`src/hw/rtl/sbmm_pkg.sv`:
```
`default_nettype none
package sbmm_pkg;

  localparam int MAX_LEN = 64;
  localparam int IDX_W   = $clog2(MAX_LEN);
  localparam int CNT_W   = $clog2(MAX_LEN + 1);
  localparam int VAL_W   = 32;

  typedef enum logic [1:0] {
    ST_LOAD,
    ST_SORT,
    ST_EMIT
  } state_e;

  // Control broadcast from the sequencer to every cell of the chain.
  typedef struct packed {
    logic             load;
    logic             sort;
    logic             shift;
    logic             phase;
    logic [IDX_W-1:0] wr_idx;
    logic [IDX_W-1:0] lo;
    logic [IDX_W-1:0] hi;
  } cell_ctrl_t;

endpackage
`default_nettype wire

```
`src/hw/rtl/sbmm_ctrl.sv`:
```
`default_nettype none
module sbmm_ctrl
  import sbmm_pkg::*;
(
  input  wire logic                    clk_i,
  input  wire logic                    rst_ni,
  input  wire logic                    in_valid_i,
  input  wire logic                    in_last_i,
  input  wire logic signed [VAL_W-1:0] in_value_i,
  output logic                         in_stall_o,
  output logic                         out_valid_o,
  input  wire logic                    out_stall_i,
  output logic                         out_last_o,
  output cell_ctrl_t                   ctrl_o
);

  state_e state_q, state_d;

  logic [CNT_W-1:0]        count_q, count_d;
  logic [CNT_W-1:0]        phase_cnt_q, phase_cnt_d;
  logic [IDX_W-1:0]        emit_cnt_q, emit_cnt_d;
  logic [IDX_W-1:0]        min_pos_q, min_pos_d;
  logic [IDX_W-1:0]        max_pos_q, max_pos_d;
  logic signed [VAL_W-1:0] min_val_q, min_val_d;
  logic signed [VAL_W-1:0] max_val_q, max_val_d;

  logic in_xfer;
  logic out_xfer;
  logic store;
  logic sort_done;
  logic emit_last;

  assign in_xfer   = in_valid_i && (state_q == ST_LOAD);
  assign out_xfer  = (state_q == ST_EMIT) && !out_stall_i;
  assign store     = in_xfer && (count_q < CNT_W'(MAX_LEN));
  assign sort_done = (phase_cnt_q == (count_q - 1'b1));
  assign emit_last = ({1'b0, emit_cnt_q} == (count_q - 1'b1));

  always_comb begin
    state_d = state_q;
    unique case (state_q)
      ST_LOAD: if (in_xfer && in_last_i) state_d = ST_SORT;
      ST_SORT: if (sort_done) state_d = ST_EMIT;
      ST_EMIT: if (out_xfer && emit_last) state_d = ST_LOAD;
      default: state_d = ST_LOAD;
    endcase
  end

  always_comb begin
    in_stall_o    = (state_q != ST_LOAD);
    out_valid_o   = (state_q == ST_EMIT);
    out_last_o    = emit_last;
    ctrl_o.load   = store;
    ctrl_o.sort   = (state_q == ST_SORT);
    ctrl_o.shift  = out_xfer;
    ctrl_o.phase  = phase_cnt_q[0];
    ctrl_o.wr_idx = count_q[IDX_W-1:0];
    ctrl_o.lo     = (min_pos_q < max_pos_q) ? min_pos_q : max_pos_q;
    ctrl_o.hi     = (min_pos_q < max_pos_q) ? max_pos_q : min_pos_q;
  end

  // Running extremes are tracked as the list arrives, so no search pass is needed.
  always_comb begin
    count_d     = count_q;
    phase_cnt_d = '0;
    emit_cnt_d  = emit_cnt_q;
    min_pos_d   = min_pos_q;
    max_pos_d   = max_pos_q;
    min_val_d   = min_val_q;
    max_val_d   = max_val_q;
    if (store) begin
      count_d = count_q + 1'b1;
      if ((count_q == '0) || (in_value_i < min_val_q)) begin
        min_val_d = in_value_i;
        min_pos_d = count_q[IDX_W-1:0];
      end
      if ((count_q == '0) || !(in_value_i < max_val_q)) begin
        max_val_d = in_value_i;
        max_pos_d = count_q[IDX_W-1:0];
      end
    end
    if (state_q == ST_SORT) begin
      phase_cnt_d = phase_cnt_q + 1'b1;
    end
    if (out_xfer) begin
      if (emit_last) begin
        emit_cnt_d = '0;
        count_d    = '0;
      end else begin
        emit_cnt_d = emit_cnt_q + 1'b1;
      end
    end
  end

  always_ff @(posedge clk_i or negedge rst_ni) begin
    if (!rst_ni) begin
      state_q     <= ST_LOAD;
      count_q     <= '0;
      phase_cnt_q <= '0;
      emit_cnt_q  <= '0;
      min_pos_q   <= '0;
      max_pos_q   <= '0;
    end else begin
      state_q     <= state_d;
      count_q     <= count_d;
      phase_cnt_q <= phase_cnt_d;
      emit_cnt_q  <= emit_cnt_d;
      min_pos_q   <= min_pos_d;
      max_pos_q   <= max_pos_d;
    end
  end

  always_ff @(posedge clk_i) begin
    min_val_q <= min_val_d;
    max_val_q <= max_val_d;
  end

endmodule
`default_nettype wire

```
`config.mk`:
```
export PLATFORM = sky130hd
export DESIGN_NAME = sbmm_ctrl
export DESIGN_NICKNAME = d
export VERILOG_FILES = /design/src/hw/rtl/sbmm_pkg.sv /design/src/hw/rtl/sbmm_ctrl.sv
export SDC_FILE = /design/constraint.sdc
export NUM_CORES = 1
export LEC_CHECK = 0
export BUFFER_PORTS_ARGS = -buffer_cell sky130_fd_sc_hd__buf_2
export CORE_MARGIN = 2
export CORE_UTILIZATION = 29
export CTS_CLUSTER_SIZE = 10
export DETAILED_ROUTE_END_ITERATION = 10
export SYNTH_ARGS = -nofsm -noshare
export SYNTH_HDL_FRONTEND = slang
export SYNTH_SLANG_ARGS = --single-unit
```
`constraint.sdc`:
```
create_clock -name clk_i -period 6.4 [get_ports clk_i]
set_clock_uncertainty 0.1 [all_clocks]
set_input_delay 0.96 -clock clk_i [delete_from_list [all_inputs] [get_ports clk_i]]
set_output_delay 0.96 -clock clk_i [all_outputs]
set_load 0.005 [all_outputs]
```
# [Word level (Yosys, flattened, before mapping)]
# Cells that the tools add are included.
[classes] n_addsub=4 order_cmp=4 eq_ne=7 n_mux=11 n_reduce_logical=15
[ops] cell="$lt A32 B32 Y1" n=2
[ops] cell="$mux W7" n=4
[ops] cell="$mux W6" n=3
[ops] cell="$add A7 B1 Y7 const B" n=2
[ops] cell="$eq A6 B7 Y1" n=1
[ops] cell="$eq A7 B7 Y1" n=1
[ops] cell="$logic_not A7 Y1" n=1
[ops] cell="$lt A7 B7 Y1 const B" n=1
[ops] cell="$sub A7 B1 Y7 const B" n=1
[ops] cell="$add A6 B1 Y6 const B" n=1
[ops] cell="$lt A6 B6 Y1" n=1
[ops] cell="$mux W2" n=3
[ops] cell="$ne A2 B1 Y1 const B" n=3
[ops] cell="$pmux W2 S3" n=1
[ops] cell="$logic_and A1 B1 Y1" n=5
[ops] cell="$reduce_and A2 Y1" n=2
[ops] cell="$reduce_and A3 Y1" n=1
[ops] cell="$eq A2 B1 Y1 const B" n=1
[ops] cell="$eq A2 B2 Y1 const B" n=1
[ops] cell="$logic_not A1 Y1" n=2
[ops] cell="$logic_not A2 Y1" n=1
[ops] cell="$logic_or A1 B1 Y1" n=2
[ops] cell="$reduce_bool A2 Y1" n=1
[word_totals] ff_bits=98 input_bits=37 wordCells=49

# [Logic depth before layout (Yosys ltp)]
[logic_depth] depth_word=6 mapped_depth=11

# [Least setup slack after synthesis]
# OpenSTA, ideal clock, no wires.
[synth_timing] path_kind="input-to-reg" startpoint="input in_value_i[31]" endpoint="register max_pos_q[2]" setup_ns=0.216 arrival_ns=3.817 required_time_ns=6.084 setup_slack_ns=2.267 cell_stages=8 path_buffers=0 cell_sequence="ha_1 -> nand4_1 -> nor4_1 -> inv_1 -> nor3_1 -> a211oi_2 -> nor3_2 -> o32ai_1"
[synth_between] elab_chain_cells=4
[synth_rtl] element="start, declared" line="sbmm_ctrl.sv:9" rtl="input wire logic signed [VAL_W-1:0] in_value_i,"
[synth_rtl] element="$lt A32 B32 Y1" line="sbmm_ctrl.sv:77" rtl="if ((count_q == '0) || !(in_value_i < max_val_q)) begin"
[synth_rtl] element="$logic_not A1 Y1" line="sbmm_ctrl.sv:77"
[synth_rtl] element="$logic_or A1 B1 Y1" line="sbmm_ctrl.sv:77"
[synth_rtl] element="$reduce_and A2 Y1 (no line)"
[synth_rtl] element="end signal, assigned" line="sbmm_ctrl.sv:109" rtl="max_pos_q <= max_pos_d;"
[synth_rtl] element="end, declared" line="sbmm_ctrl.sv:23" rtl="logic [IDX_W-1:0] max_pos_q, max_pos_d;"
# Every way passes these cells.
# A chain may end at the register's enable or synchronous reset.

==> impl_metrics.json <==
{
  "status": "finished clean",
  "netlist.top_cell.by_area": "edfxtp_1",
  "area_delta_synth_final_pct": 14.76,
  "yosys.area.top_type_share": 0.3354,
  "crit_fanout": 12,
  "num-nets-final": 678,
  "cellLeakagePower_nw": 2.945,
  "slew_violations": 0,
  "synth_fp_nets": 622,
  "dominantRegCellSynth": "edfxtp_1",
  "grt_antenna_before_repair": 0,
  "worst_setup_path_end_kind": "output port",
  "timing.critical_path.cells": "inv_1 -> ha_1 -> a21o_1 -> a21o_1 -> a21o_1 -> a21o_1 -> a21oi_1 -> mux2_2 -> buf_2",
  "synth.top_cells.by_area": "edfxtp_1 34%, ha_1 16%, dfrtp_1 15%",
  "power_density_nw_per_um2": 347.3,
  "fin_crit_ns": 4.417,
  "synth_commonest_cells": "84 x inv_1, 71 x ha_1, 64 x edfxtp_1",
  "io-pin-count": 62,
  "crit_required_ns": 5.34,
  "final-instance-count-excl-fill": 840,
  "route.detailed.wl_per_inst_um": 14.25,
  "detail_route.drc_violations": 0,
  "cts_inserted_buffers": 9,
  "grt.total_usage": 0.1225,
  "postSynthCellCount": 514,
  "worst_slew_margin_rel": 0.1083,
  "synth_area_per_cell_um2": 11.15,
  "grt_setup_unrepaired": "false",
  "clock_latency_ns": 0.36,
  "detailedRoute.firstPassIterationCount": 4,
  "worst_slew_pin_slew_ns": 1.338,
  "finalSetupTns_ns": 0,
  "floorplan.core_area_um2": 19400,
  "synth_area_um2": 5730,
  "cp.arrival_ns": 3.36,
  "maxClockFrequency_mhz": 226.4,
  "post_synth_num_cell_types": 56,
  "start_util": 0.2954,
  "setup_violations": 0,
  "detailed_place_hpwl_um": 9091,
  "synth.most_common_cell": "inv_1",
  "post_cts.repair.setup_buffers": 0,
  "clock_sinks": 98,
  "holdCritPathClass": "flip-flop to flip-flop",
  "cts-root-to-sink-buffers": 2,
  "period_share": 0.6902,
  "layout-drive-gt1-share": 0.1878,
  "first_global_vias": 3740,
  "detail_route.wirelength_um": 11970,
  "first_iter_violations": 170,
  "die_height_um": 144.6,
  "grt.overflow.total": 0,
  "ant_nets": 0,
  "synth_enable_flop_cells": 64,
  "maxCapViolCount": 0,
  "fp.dieArea_um2": 20900,
  "worst-setup-path-type": "flip-flop to output port",
  "tritoncts_clock_tree": "yes",
  "grt_first_pass_wirelength_um": 19530,
  "final_hold_viol_count": 0,
  "dieWidth_um": 144.6,
  "sequential_fraction_of_the_synthesis_area": 0.4838,
  "yosysWarnings": 0,
  "cts.hold.buffers_added": 0,
  "h-tree-depth": 3,
  "clock-root-buffer": "clkbuf_16",
  "vias": 3850,
  "cts.repair.resized": 0,
  "critPathMaxStageDelay_ns": 1.03,
  "worst_ir_drop_vdd_uv": 181.2,
  "report.power.total_mw": 2.284,
  "dp_cells": 824,
  "route.detailed.vias_per_inst": 4.583,
  "rows": 51,
  "port_buffers": 61,
  "synth-seq-cells": 98,
  "worst_setup_hold_path_clk_slew_ns": 0.07,
  "critical-path-top-delay-family": "compound AO/OA/AOI/OAI gates",
  "worst_setup_path_start_kind": "flip-flop",
  "diodes": 0,
  "largest_net_degree_at_the_start_of_global_routing": 35,
  "final.hold.worst_slack_ns": 0.4454,
  "asyncSetResetFlopFracSynth": 0.3469,
  "worstPathBufferInverterCount": 2,
  "routabilityCongestion": 0.7359,
  "worst_path_most_repeated_cell": "a21o_1",
  "slowest_stage": "a21oi_1"
}
[kinds of logic after synthesis]
logic type                 synth area share
muxes                               0.02511
xor gates and xnor gates            0.04847
buffers and inverters               0.07598
and+or+nand+nor                      0.1066
AOI/OAI and AO/OA                    0.1050
DFF                                  0.4838
adders and majority gates            0.1550
[through the flow]
| step | setup slack, ns | utilization | area [µm²] |
|---|---|---|---|
| floorplan | 2.267 | - | 5731 |
| global placement | 2.355 | 0.3231 | 6269 |
| detailed placement | 2.327 | 0.3231 | 6269 |
| CTS | 1.931 | 0.3390 | 6576 |
| global route | 1.782 | 0.3390 | 6576 |
| finish | 1.983 | 0.3390 | 6576 |
[flip-flops by register name, indices dropped and copies added (netlist names)]
register     flops
count_q          7
emit_cnt_q       6
max_pos_q        6
max_val_q       32
min_pos_q        6
min_val_q       32
phase_cnt_q      7
state_q          2
[final cells by class]
class	count	area, µm²
timing repair buffer	63	320.3
clock buffer	9	225.2
tap	265	331.6
fill	2004	12820
inverter	84	315.3
clock inverter	7	82.58
sequential	98	2773
multi-input combinational	314	2529
[placed cells by master, fill, tap and decap left out, types with 4 or more instances in the layout]
| cell | instances |
|---|---|
| nand3_1 | 9 |
| a32o_2 | 4 |
| xnor2_1 | 19 |
| clkbuf_16 | 9 |
| ha_1 | 71 |
| mux2_2 | 11 |
| nor4_1 | 5 |
| o21ai_0 | 17 |
| nor2_1 | 24 |
| a21o_1 | 9 |
| nor3_1 | 6 |
| buf_2 | 61 |
| a21oi_1 | 27 |
| inv_1 | 84 |
| nand2b_1 | 6 |
| nand4_1 | 12 |
| dfrtp_1 | 34 |
| a211oi_1 | 5 |
| edfxtp_1 | 64 |
| xor2_1 | 9 |
| o32ai_1 | 4 |
| nand2_1 | 26 |
[final timing paths]
| path | cells after the start | slack (ns) | endpoint | start |
|---|---|---|---|---|
| setup / recovery | 9 | 1.98 | ctrl_o[9] | max_pos_q[1] |
| hold reg to reg | 1 | 0.45 | phase_cnt_q[0] | phase_cnt_q[0] |
| setup reg to reg | 7 | 2.82 | max_val_q[23] | count_q[0] |
| max in group asynchronous | 1 | 5.13 | count_q[4] | rst_ni |
| hold / removal | 1 | 0.45 | phase_cnt_q[0] | phase_cnt_q[0] |
| min in group asynchronous | 1 | 0.58 | emit_cnt_q[0] | rst_ni |
[power by group]
part           total (mW)  internal (mW)  switching (mW)
clock               0.568          0.311           0.257
sequential          0.919          0.791           0.127
combinational       0.798          0.389           0.409
[metal layers]
metal | vias to the layer above | share of wire | GRT usage
li1 | 1936 | - | -
met1 | 1826 | 0.47 | 0.1638
met2 | 76 | 0.46 | 0.1933
met3 | 12 | 0.055 | 0.03709
met4 | 0 | 0.012 | 0.03270
met5 | - | 0 | 0
Note: power is estimated with default switching activity, not from simulation.
