[src/hw/rtl/sbmm_pkg.sv]
`default_nettype none
package sbmm_pkg;

  localparam int MAX_LEN = 64;
  localparam int IDX_W   = $clog2(MAX_LEN);
  localparam int CNT_W   = $clog2(MAX_LEN + 1);
  localparam int VAL_W   = 32;

  typedef enum logic [1:0] {
    ST_LOAD,
    ST_SORT,
    ST_EMIT
  } state_e;

  // Control broadcast from the sequencer to every cell of the chain.
  typedef struct packed {
    logic             load;
    logic             sort;
    logic             shift;
    logic             phase;
    logic [IDX_W-1:0] wr_idx;
    logic [IDX_W-1:0] lo;
    logic [IDX_W-1:0] hi;
  } cell_ctrl_t;

endpackage
`default_nettype wire

[src/hw/rtl/sbmm_cell.sv]
`default_nettype none
module sbmm_cell
  import sbmm_pkg::*;
(
  input  wire logic                    clk_i,
  input  wire cell_ctrl_t              ctrl_i,
  input  wire logic [IDX_W-1:0]        idx_i,
  input  wire logic signed [VAL_W-1:0] load_value_i,
  input  wire logic signed [VAL_W-1:0] nbr_lo_i,
  input  wire logic signed [VAL_W-1:0] nbr_hi_i,
  output logic signed [VAL_W-1:0]      value_o
);

  logic signed [VAL_W-1:0] value_q, value_d;
  logic [IDX_W:0]          idx_w, lo_w, hi_w;
  logic                    is_lower;
  logic                    lower_ok;
  logic                    upper_ok;

  assign idx_w    = {1'b0, idx_i};
  assign lo_w     = {1'b0, ctrl_i.lo};
  assign hi_w     = {1'b0, ctrl_i.hi};
  assign is_lower = (idx_i[0] == ctrl_i.phase);

  // A pair may swap only when both of its cells lie strictly inside the span.
  assign lower_ok = (idx_w > lo_w) && ((idx_w + 1'b1) < hi_w);
  assign upper_ok = (idx_w > (lo_w + 1'b1)) && (idx_w < hi_w);

  always_comb begin
    value_d = value_q;
    if (ctrl_i.load && (ctrl_i.wr_idx == idx_i)) begin
      value_d = load_value_i;
    end else if (ctrl_i.sort) begin
      if (is_lower) begin
        if (lower_ok && (nbr_hi_i < value_q)) begin
          value_d = nbr_hi_i;
        end
      end else begin
        if (upper_ok && (value_q < nbr_lo_i)) begin
          value_d = nbr_lo_i;
        end
      end
    end else if (ctrl_i.shift) begin
      value_d = nbr_hi_i;
    end
  end

  always_ff @(posedge clk_i) begin
    value_q <= value_d;
  end

  assign value_o = value_q;

endmodule
`default_nettype wire

[config.mk]
export PLATFORM = sky130hd
export DESIGN_NAME = sbmm_cell
export DESIGN_NICKNAME = d
export VERILOG_FILES = /design/src/hw/rtl/sbmm_pkg.sv /design/src/hw/rtl/sbmm_cell.sv
export SDC_FILE = /design/constraint.sdc
export NUM_CORES = 1
export LEC_CHECK = 0
export BUFFER_PORTS_ARGS = -buffer_cell sky130_fd_sc_hd__clkbuf_2
export CORE_MARGIN = 2
export CORE_UTILIZATION = 35
export CTS_BUF_LIST = sky130_fd_sc_hd__clkbuf_8
export DETAILED_ROUTE_END_ITERATION = 8
export GPL_TIMING_DRIVEN = 1
export PLACE_DENSITY = 0.71
export SYNTH_ARGS = -nofsm -noshare
export SYNTH_HDL_FRONTEND = slang
export SYNTH_SLANG_ARGS = --single-unit
[constraint.sdc]
create_clock -name clk_i -period 10.8 [get_ports clk_i]
set_clock_uncertainty 0.15 [all_clocks]
set_input_delay 1.62 -clock clk_i [delete_from_list [all_inputs] [get_ports clk_i]]
set_output_delay 1.62 -clock clk_i [all_outputs]
set_load 0.05 [all_outputs]
# Yosys cells after proc, flatten, opt, wreduce, memory -nomap -nowiden
# Cells that the tools add are included.
dict set report totals {
  register_bits 32
  latch_bits 0
  mem_bits_rw 0
  mem_bits_ro 0
  inputBits 125
  output_inout_bits 32
  word_cells 26
  memories 0
}
dict set report op_classes {
  n_addsub 2
  mul 0
  div_mod_pow 0
  magnitude_cmp 6
  eq_ne 4
  n_shift 0
  n_mux 6
  n_bitwise 0
  n_reduce_logical 7
}
# op count
set op_table {}
lappend op_table {{$mux W32} 6}
lappend op_table {{$lt A32 B32 Y1} 2}
lappend op_table {{$add A6 B1 Y7 const B} 2}
lappend op_table {{$gt A6 B7 Y1} 1}
lappend op_table {{$lt A7 B6 Y1} 1}
lappend op_table {{$eq A6 B6 Y1} 1}
lappend op_table {{$gt A6 B6 Y1} 1}
lappend op_table {{$lt A6 B6 Y1} 1}
lappend op_table {{$logic_and A1 B1 Y1} 5}
lappend op_table {{$ne A4 B1 Y1 const B} 1}
lappend op_table {{$ne A4 B2 Y1 const B} 1}
lappend op_table {{$reduce_and A3 Y1} 1}
lappend op_table {{$reduce_bool A3 Y1} 1}
lappend op_table {{$eq A1 B1 Y1} 1}

# Logic depth before layout (Yosys ltp)
# Gate-level depths: netlist of the first run.
dict set report depth {
  depth_word 8
  mapped_depth 11
  mapped_depth_nobuf 11
}

# Least setup slack after synthesis of the first run
# OpenSTA, ideal clock, no wires.
dict set report synth_timing {
  kind {input -> register}
  startpoint {input idx_i[0]}
  endpoint {register value_q[0] (netlist: value_o[0]), enable pin}
  setup_ps 441
  arrival_ps 5011
  t_required_ps 10209
  path_slack_ps 5198
  path_stages 9
  path_buffers 0
  path_cell_list {ha_1 > nand3_1 > xnor2_1 > ha_1 > a21o_1 > a32oi_1 > nand3_1 > or4_1 > a31oi_1}
}
dict set report synth_via {
  elab_chain_len 6
  elab_cells_between_ends 16
  classes_between {add/sub (1); order compare (4); eq/ne (4); reduce/logical (7)}
}
# element line_no
set synth_lines {}
lappend synth_lines {{start, declared} sbmm_cell.sv:7} ;# input wire logic [IDX_W-1:0] idx_i,
lappend synth_lines {{$add A6 B1 Y7} sbmm_cell.sv:26} ;# assign lower_ok = (idx_w > lo_w) && ((idx_w + 1'b1) < hi_w);
lappend synth_lines {{$lt A7 B6 Y1} sbmm_cell.sv:26}
lappend synth_lines {{$logic_and A1 B1 Y1} sbmm_cell.sv:26}
lappend synth_lines {{$logic_and A1 B1 Y1} sbmm_cell.sv:35} ;# if (lower_ok && (nbr_hi_i < value_q)) begin
lappend synth_lines {{$ne A4 B2 Y1 (no source line)} -}
lappend synth_lines {{$reduce_and A3 Y1 (no source line) *} -}
lappend synth_lines {{end signal, assigned} sbmm_cell.sv:49} ;# value_q <= value_d;
lappend synth_lines {{end, declared} sbmm_cell.sv:14} ;# logic signed [VAL_W-1:0] value_q, value_d;
# Mark *: on every way between the ends. The rest lies on a longest branch, timed or not.
# A chain may end at the register's enable or synchronous reset.

# Worst setup path after layout of the first run
dict set report layout_timing {
  startpoint {input idx_i[0]}
  endpoint {register value_q[17] (netlist: value_o[17]), enable pin}
}
# Same word-level chain as after synthesis.

==> results of run 1 <==
[per-stage QoR]
stage / hold slack [ps] / power (W)
floorplan: 1660 / 0.000364
global placement: 1340 / 0.000442
detailed placement: 1380 / 0.000451
CTS: 1390 / 0.000543
global route: 1450 / 0.000578
finish: 1350 / 0.000537
[layout by cell type, fill, tap and decap left out, drive strengths merged, types with 10 or more instances in the layout]
cell,n
a21oi,60
clkbuf,161
edfxtp,32
ha,86
inv,77
nand2,58
nand3,12
nand4,12
nor2,39
o21ai,46
xnor2,10
[metal layers]
metal,up-vias,GRT usage [%]
met5,-,0
met4,0,6.70
met3,19,3.29
met2,125,31.6
met1,1823,22.7
li1,2075,-
[area by class of cell]
type | count | area [um2]
clock inverter | 2 | 8.76
multi-input combinational | 380 | 2670
tap | 140 | 175
inverter | 76 | 285
timing repair buffer | 157 | 788
clock buffer | 5 | 68.8
sequential | 32 | 961
fill | 1117 | 5970
[logic make-up (layout without fill, tap and decap cells)]
kind of cell / count (synthesis) / in the layout / share of synthesized area [%]
AOI/OAI and AO/OA: 132 / 132 / 19.3
xor gates and xnor gates: 15 / 15 / 3.32
adders and majority gates: 86 / 86 / 27.2
buffers and inverters: 90 / 240 / 8.73
DFF: 32 / 32 / 24.3
muxes: 1 / 1 / 0.253
and+or+nand+nor: 146 / 146 / 17.0
[worst register-to-register path, cell delays in order, from the launching register on]
cell and delay [ps]:
edfxtp_1 450, inv_1 90, ha_1 250, a2111oi_4 290
nor3_1 110, o311ai_1 280, o211ai_1 180, or4_1 540
a31oi_4 930
[worst max-delay path by stage]
stage                  endpoint  slack [ps]  cells after the start
finish              value_o[17]        5940                     10
global route        value_o[30]        5650                     10
CTS                 value_o[31]        5850                     10
detailed placement  value_o[10]        5560                     10
global placement    value_o[11]        5680                     10
floorplan            value_o[0]        5200                      9
[power by group through the flow]
| stage | Clock, W | Combinational (W) | Sequential [W] |
|---|---|---|---|
| 6_report | 0.0000881 | 0.000270 | 0.000179 |
| 5_1_grt | 0.0000958 | 0.000301 | 0.000181 |
| 4_1_cts | 0.0000922 | 0.000272 | 0.000179 |
| 3_5_place_dp | 0 | 0.000270 | 0.000181 |
| 3_3_place_gp | 0 | 0.000262 | 0.000180 |
| 2_1_floorplan | 0 | 0.000127 | 0.000238 |
==> impl_metrics.env, run 1 <==
export IMPL_run_status="completed"
export IMPL_wl_per_cell_um=14.4
export IMPL_p_seq_share_pct=33.3
export IMPL_nets=863
export IMPL_hold_class="flip-flop to flip-flop"
export IMPL_ir_drop_mv=0.0595
export IMPL_gp_congestion=0.932
export IMPL_drcViolationCount=0
export IMPL_area_growth_pct=25.4
export IMPL_largest_register_ffs=32
export IMPL_crit_path_end_kind="flip-flop"
export IMPL_setup_ws_ps=5940
export IMPL_io_buffer_count=156
export IMPL_p_comb_share_pct=50.3
export IMPL_sw_frac_of_total_pct=44.1
export IMPL_gr_total_overflow=0
export IMPL_max_slew_margin_rel_pct=21.4
export IMPL_grt_max_degree=67
export IMPL_ys_ff_latch=32
export IMPL_core_rowCount=38
export IMPL_min_from="value_o[31]"
export IMPL_dp_cells=785
export IMPL_synth_main_ff_cell="edfxtp_1"
export IMPL_ys_warn_count=0
export IMPL_synth_top_cell_by_area="ha_1"
export IMPL_grt_pass1_vias=3902
export IMPL_p_clk_share_pct=16.4
export IMPL_critical_path_cell_chain="clkbuf_2, ha_1, nand3_1, xnor2_1, ha_1, a21o_1, a32oi_1, nand3_1, or4bb_2, a31oi_4"
export IMPL_crit_type="input port to flip-flop"
export IMPL_synth_edff_count=32
export IMPL_boundaryPins=157
export IMPL_min_path_cells=4
export IMPL_hold_path_endpoint="value_o[14]"
export IMPL_cp_slowest_cell="a31oi_4"
export IMPL_root_buffer="clkbuf_8"
export IMPL_tightest_slew_ps=1180
export IMPL_yosysTopAreaCellShare_pct=27.2
export IMPL_routed_wl_um=11400
export IMPL_dp_hpwl_um=9440
export IMPL_r2r_slack_ps=7150
export IMPL_min_period_ps=4860
export IMPL_reg2reg_depth=8
export IMPL_p_switching_w=0.000237
export IMPL_top_layer_used="met4"
export IMPL_clkLatencyLatePin_ps=290
export IMPL_wl_met3_um=657
export IMPL_groute_usage_overall_pct=18.3
export IMPL_fp_dieH_um=110
export IMPL_wl_met1_um=5040
export IMPL_yosysMostFrequentCell="ha_1"
export IMPL_cts_setup_buffers=0
export IMPL_numCtsBuffers=5
export IMPL_fin_util_pct=45.4
export IMPL_cts_sinks=32
export IMPL_finalHoldViolations=0
export IMPL_drt_iter0_drc=258
export IMPL_syn_nets=713
export IMPL_die_x_um=110
export IMPL_grt_pass1_wl_um=17600
export IMPL_synth_distinct_cells=43
export IMPL_r2r_start="value_o[1]"
export IMPL_syn_mean_instance_area_um2=7.88
export IMPL_cp_startpoint="idx_i[0]"
export IMPL_worst_ep_arrival_time_ps=4620
export IMPL_cts_max_level=2
export IMPL_antenna_found_initial=0
export IMPL_dr_wl_met2_um=5430
export IMPL_antennaDiodeCount=0
export IMPL_drv_cap=0
export IMPL_synth_common_cells="86 x ha_1, 76 x inv_1, 60 x a21oi_1"
export IMPL_synthArstFlopShare_pct=0
export IMPL_internal_power_w=0.000300
export IMPL_p_leak_nw=2.58
export IMPL_ys_seq_area_share_pct=24.3
export IMPL_drive_above_1_share_pct=26.1
export IMPL_fin_area_mm2=0.00496
export IMPL_path_max_fanout=32
export IMPL_cts_clk_slew_worst_paths_ps=70
export IMPL_dieArea_mm2=0.0122
export IMPL_num_vias=4042
export IMPL_max_freq_mhz=206
export IMPL_cpPeakStageDelay_ps=940
export IMPL_dp_slack_ps=5560
export IMPL_firstDrtPassIters=4
export IMPL_finalSetupViolations=0
export IMPL_ys_top_cells_by_area="ha_1 27%, edfxtp_1 24%, a21oi_1 7.6%, inv_1 7.2%, nand2_1 5.5%"
export IMPL_core_mm2=0.0109
export IMPL_syn_cell_area_mm2=0.00396
export IMPL_placed_area_mm2=0.00488
export IMPL_path_delay_family="compound AO/OA/AOI/OAI gates"
export IMPL_final_cells=792
export IMPL_post_route_period_util_pct=45.0
export IMPL_clock_path_buffers=2
export IMPL_tns_ps=0
export IMPL_cts_hold_buf=0
export IMPL_syn_inst=502
export IMPL_p_per_area_mw_per_mm2=108
export IMPL_vias_per_cell=5.10
export IMPL_initial_core_util_pct=36.2
export IMPL_post_cts_resized=0
export IMPL_slew_violations=0
export IMPL_crit_buf_inv=1
export IMPL_ant_nets=0
export IMPL_r2r_end="value_o[17]"
export IMPL_cts_tree="done"
export IMPL_rsz0062_at_grt="false"
export IMPL_required_ps=10560
export IMPL_start_kind="input port"
Power figures use the tool's default switching activity.
==> run 2, diff against run 1 <==
--- a/config.mk
+++ b/config.mk
@@ -5,13 +5,14 @@
 export SDC_FILE = /design/constraint.sdc
 export NUM_CORES = 1
 export LEC_CHECK = 0
+export ABC_AREA = 1
 export BUFFER_PORTS_ARGS = -buffer_cell sky130_fd_sc_hd__clkbuf_2
 export CORE_MARGIN = 2
 export CORE_UTILIZATION = 35
 export CTS_BUF_LIST = sky130_fd_sc_hd__clkbuf_8
 export DETAILED_ROUTE_END_ITERATION = 8
 export GPL_TIMING_DRIVEN = 1
-export PLACE_DENSITY = 0.71
+export PLACE_DENSITY = 0.73
 export SYNTH_ARGS = -nofsm -noshare
 export SYNTH_HDL_FRONTEND = slang
 export SYNTH_SLANG_ARGS = --single-unit
==> constraint.sdc (replaced) <==
create_clock -name clk_i -period 3.9 [get_ports clk_i]
set_clock_uncertainty 0.15 [all_clocks]
set_input_delay 0.585 -clock clk_i [delete_from_list [all_inputs] [get_ports clk_i]]
set_output_delay 0.585 -clock clk_i [all_outputs]
set_load 0.05 [all_outputs]
==> run 2 against run 1 <==
Compared with the run above:
- hold slack got worse by 910 ps
- sequential share of layout area decreased by 0.79 points
- via count increased by 6.3%
- synthesized cell count increased by 16%
- critical endpoint is now value_o[9]
- cell area increased by 4.3%
- clock power increased to 3.7 times the previous value
- count of clock-buffer cells in the layout unchanged
- critical path depth increased by 2
- total power increased to 2.9 times the previous value
- routed wire length increased by 0.97%
==> impl_metrics.env, run 2 <==
export IMPL_boundaryPins=157
export IMPL_synthArstFlopShare_pct=0
export IMPL_clkLatencyLatePin_ps=280
export IMPL_post_route_period_util_pct=75.2
export IMPL_drcViolationCount=0
export IMPL_critical_path_cell_chain="ha_1, nand2_1, nor4_1, nand2_1, nor2_1, nand2_1, nand3_1, nand3_1, nand2_1, inv_1, nor2_4, buf_4"
export IMPL_sw_frac_of_total_pct=42.9
export IMPL_p_clk_share_pct=20.9
export IMPL_routed_wl_um=11500
export IMPL_gp_congestion=0.791
export IMPL_synth_main_ff_cell="edfxtp_1"
export IMPL_ys_seq_area_share_pct=23.2
export IMPL_area_growth_pct=24.7
export IMPL_vias_per_cell=4.90
export IMPL_die_x_um=113
export IMPL_p_switching_w=0.000669
export IMPL_antenna_found_initial=0
export IMPL_clock_path_buffers=2
export IMPL_synth_common_cells="119 x nand2_1, 102 x inv_1, 86 x ha_1"
export IMPL_yosysTopAreaCellShare_pct=26.0
export IMPL_cts_max_level=2
export IMPL_finalHoldViolations=0
export IMPL_syn_cell_area_mm2=0.00415
export IMPL_final_common_cell="clkbuf_2"
export IMPL_r2r_slack_ps=970
export IMPL_required_ps=3680
export IMPL_firstDrtPassIters=4
export IMPL_syn_nets=793
export IMPL_post_cts_resized=0
export IMPL_grt_max_degree=41
export IMPL_cts_clk_slew_worst_paths_ps=80
export IMPL_groute_usage_overall_pct=18.2
export IMPL_drive_above_1_share_pct=24.0
export IMPL_drt_iter0_drc=180
export IMPL_nets=944
export IMPL_crit_type="flip-flop to flip-flop"
export IMPL_p_seq_share_pct=31.4
export IMPL_grt_pass1_wl_um=18900
export IMPL_dieArea_mm2=0.0127
export IMPL_max_freq_mhz=341
export IMPL_p_total_w=0.00156
export IMPL_ir_drop_mv=0.199
export IMPL_root_buffer="clkbuf_8"
export IMPL_tns_ps=0
export IMPL_ys_ff_latch=32
export IMPL_tightest_slew_ps=792
export IMPL_synth_edff_count=32
export IMPL_cts_sinks=32
export IMPL_dp_hpwl_um=9390
export IMPL_rsz0062_at_grt="false"
export IMPL_path_max_fanout=32
export IMPL_fp_dieH_um=113
export IMPL_min_period_ps=2930
export IMPL_mostFrequentLayoutCells="156 x clkbuf_2, 119 x nand2_1, 102 x inv_1"
export IMPL_path_delay_family="simple AND/OR/NAND/NOR gates"
export IMPL_num_vias=4298
export IMPL_wl_per_cell_um=13.1
export IMPL_max_slew_margin_rel_pct=47.2
export IMPL_cts_setup_buffers=0
export IMPL_synth_distinct_cells=27
export IMPL_crit_path_end_kind="flip-flop"
export IMPL_cts_hold_buf=0
export IMPL_p_comb_share_pct=47.7
export IMPL_ys_top_cells_by_area="ha_1 26%, edfxtp_1 23%, nand2_1 11%, inv_1 9.2%, nand3_1 5.9%"
export IMPL_cp_slowest_cell="edfxtp_1"
export IMPL_ant_nets=0
export IMPL_crit_buf_inv=2
export IMPL_syn_mean_instance_area_um2=7.12
export IMPL_drv_cap=0
export IMPL_grt_pass1_vias=4088
export IMPL_core_rowCount=39
export IMPL_yosysMostFrequentCell="nand2_1"
export IMPL_internal_power_w=0.000890
export IMPL_slew_violations=0
export IMPL_crit_top_cell="nand2_1"
export IMPL_synth_top_cell_by_area="ha_1"
export IMPL_cts_tree="done"
export IMPL_p_per_area_mw_per_mm2=302
export IMPL_core_mm2=0.0115
export IMPL_hold_ws_ps=438
export IMPL_io_buffer_count=156
export IMPL_finalSetupViolations=0
export IMPL_numCtsBuffers=5
export IMPL_syn_inst=582
export IMPL_hold_class="input port to flip-flop"
export IMPL_start_kind="flip-flop"
export IMPL_ys_warn_count=0
export IMPL_worst_ep_arrival_time_ps=2710
export IMPL_run_status="completed"
export IMPL_gr_total_overflow=0
export IMPL_p_leak_nw=2.96
export IMPL_largest_register_ffs=32
export IMPL_antennaDiodeCount=0
export IMPL_cpPeakStageDelay_ps=440
export IMPL_initial_core_util_pct=36.2
[run 2: routing by layer]
| layer | up-vias | wire [um] | track usage (%) |
|---|---|---|---|
| met1 | 1919 | 5400 | 23.6 |
| met4 | 0 | 94 | 3.50 |
| li1 | 2249 | - | - |
| met3 | 8 | 550 | 2.14 |
| met5 | - | 0 | 0 |
| met2 | 122 | 5450 | 32.7 |
[run 2: worst min-delay path, delay by kind of cell]
kind | cells | cell delay, ps
buffers and inverters | 1 | 80
AND/OR/NAND/NOR | 1 | 40
AO/OA/AOI/OAI | 1 | 60
[run 2: cells by family (layout without fill, tap and decap cells)]
logic type / after synthesis / count (layout) / share of synthesized area (%)
AND/OR/NAND/NOR: 247 / 247 / 25.3
XOR/XNOR: 9 / 9 / 2.08
flip-flops: 32 / 32 / 23.2
adder cells (fa/ha/maj): 86 / 86 / 26.0
AO/OA/AOI/OAI: 88 / 88 / 11.8
buffers and inverters: 120 / 272 / 11.7
[run 2: power groups by stage]
| stage | Sequential, W | Combinational [W] | Clock (W) |
|---|---|---|---|
| 3_3_place_gp | 0.000497 | 0.000736 | 0 |
| 4_1_cts | 0.000490 | 0.000754 | 0.000344 |
| 6_report | 0.000490 | 0.000744 | 0.000326 |
| 2_1_floorplan | 0.000648 | 0.000359 | 0 |
| 5_1_grt | 0.000497 | 0.000847 | 0.000359 |
| 3_5_place_dp | 0.000498 | 0.000749 | 0 |
[run 2: stage by stage]
step / util (%) / worst slack [ps] / cells / area (um2)
finish: 45.1 / 965 / 877 / 5170
global route: 45.1 / 707 / 877 / 5170
CTS: 45.1 / 908 / 877 / 5170
detailed placement: 44.1 / 662 / 869 / 5060
global placement: 44.1 / 706 / 869 / 5060
floorplan: - / 85.1 / 582 / 4150
[run 2: cell type report]
cell class              count  area [um2]
fillers                  1207        6290
multi-input cells         430        2720
flip-flops and latches     32         961
repair buffers            160         811
inverters                 104         390
well taps                 143         179
clock buffers               5        68.8
clock inverters             3        42.5
[run 2: worst paths after layout]
kind	endpoint	start	depth (start not counted)
min reg2reg	value_o[30]	value_o[31]	7
max reg2reg	value_o[9]	value_o[31]	12
min	value_o[0]	load_value_i[0]	3
max	value_o[9]	value_o[31]	12
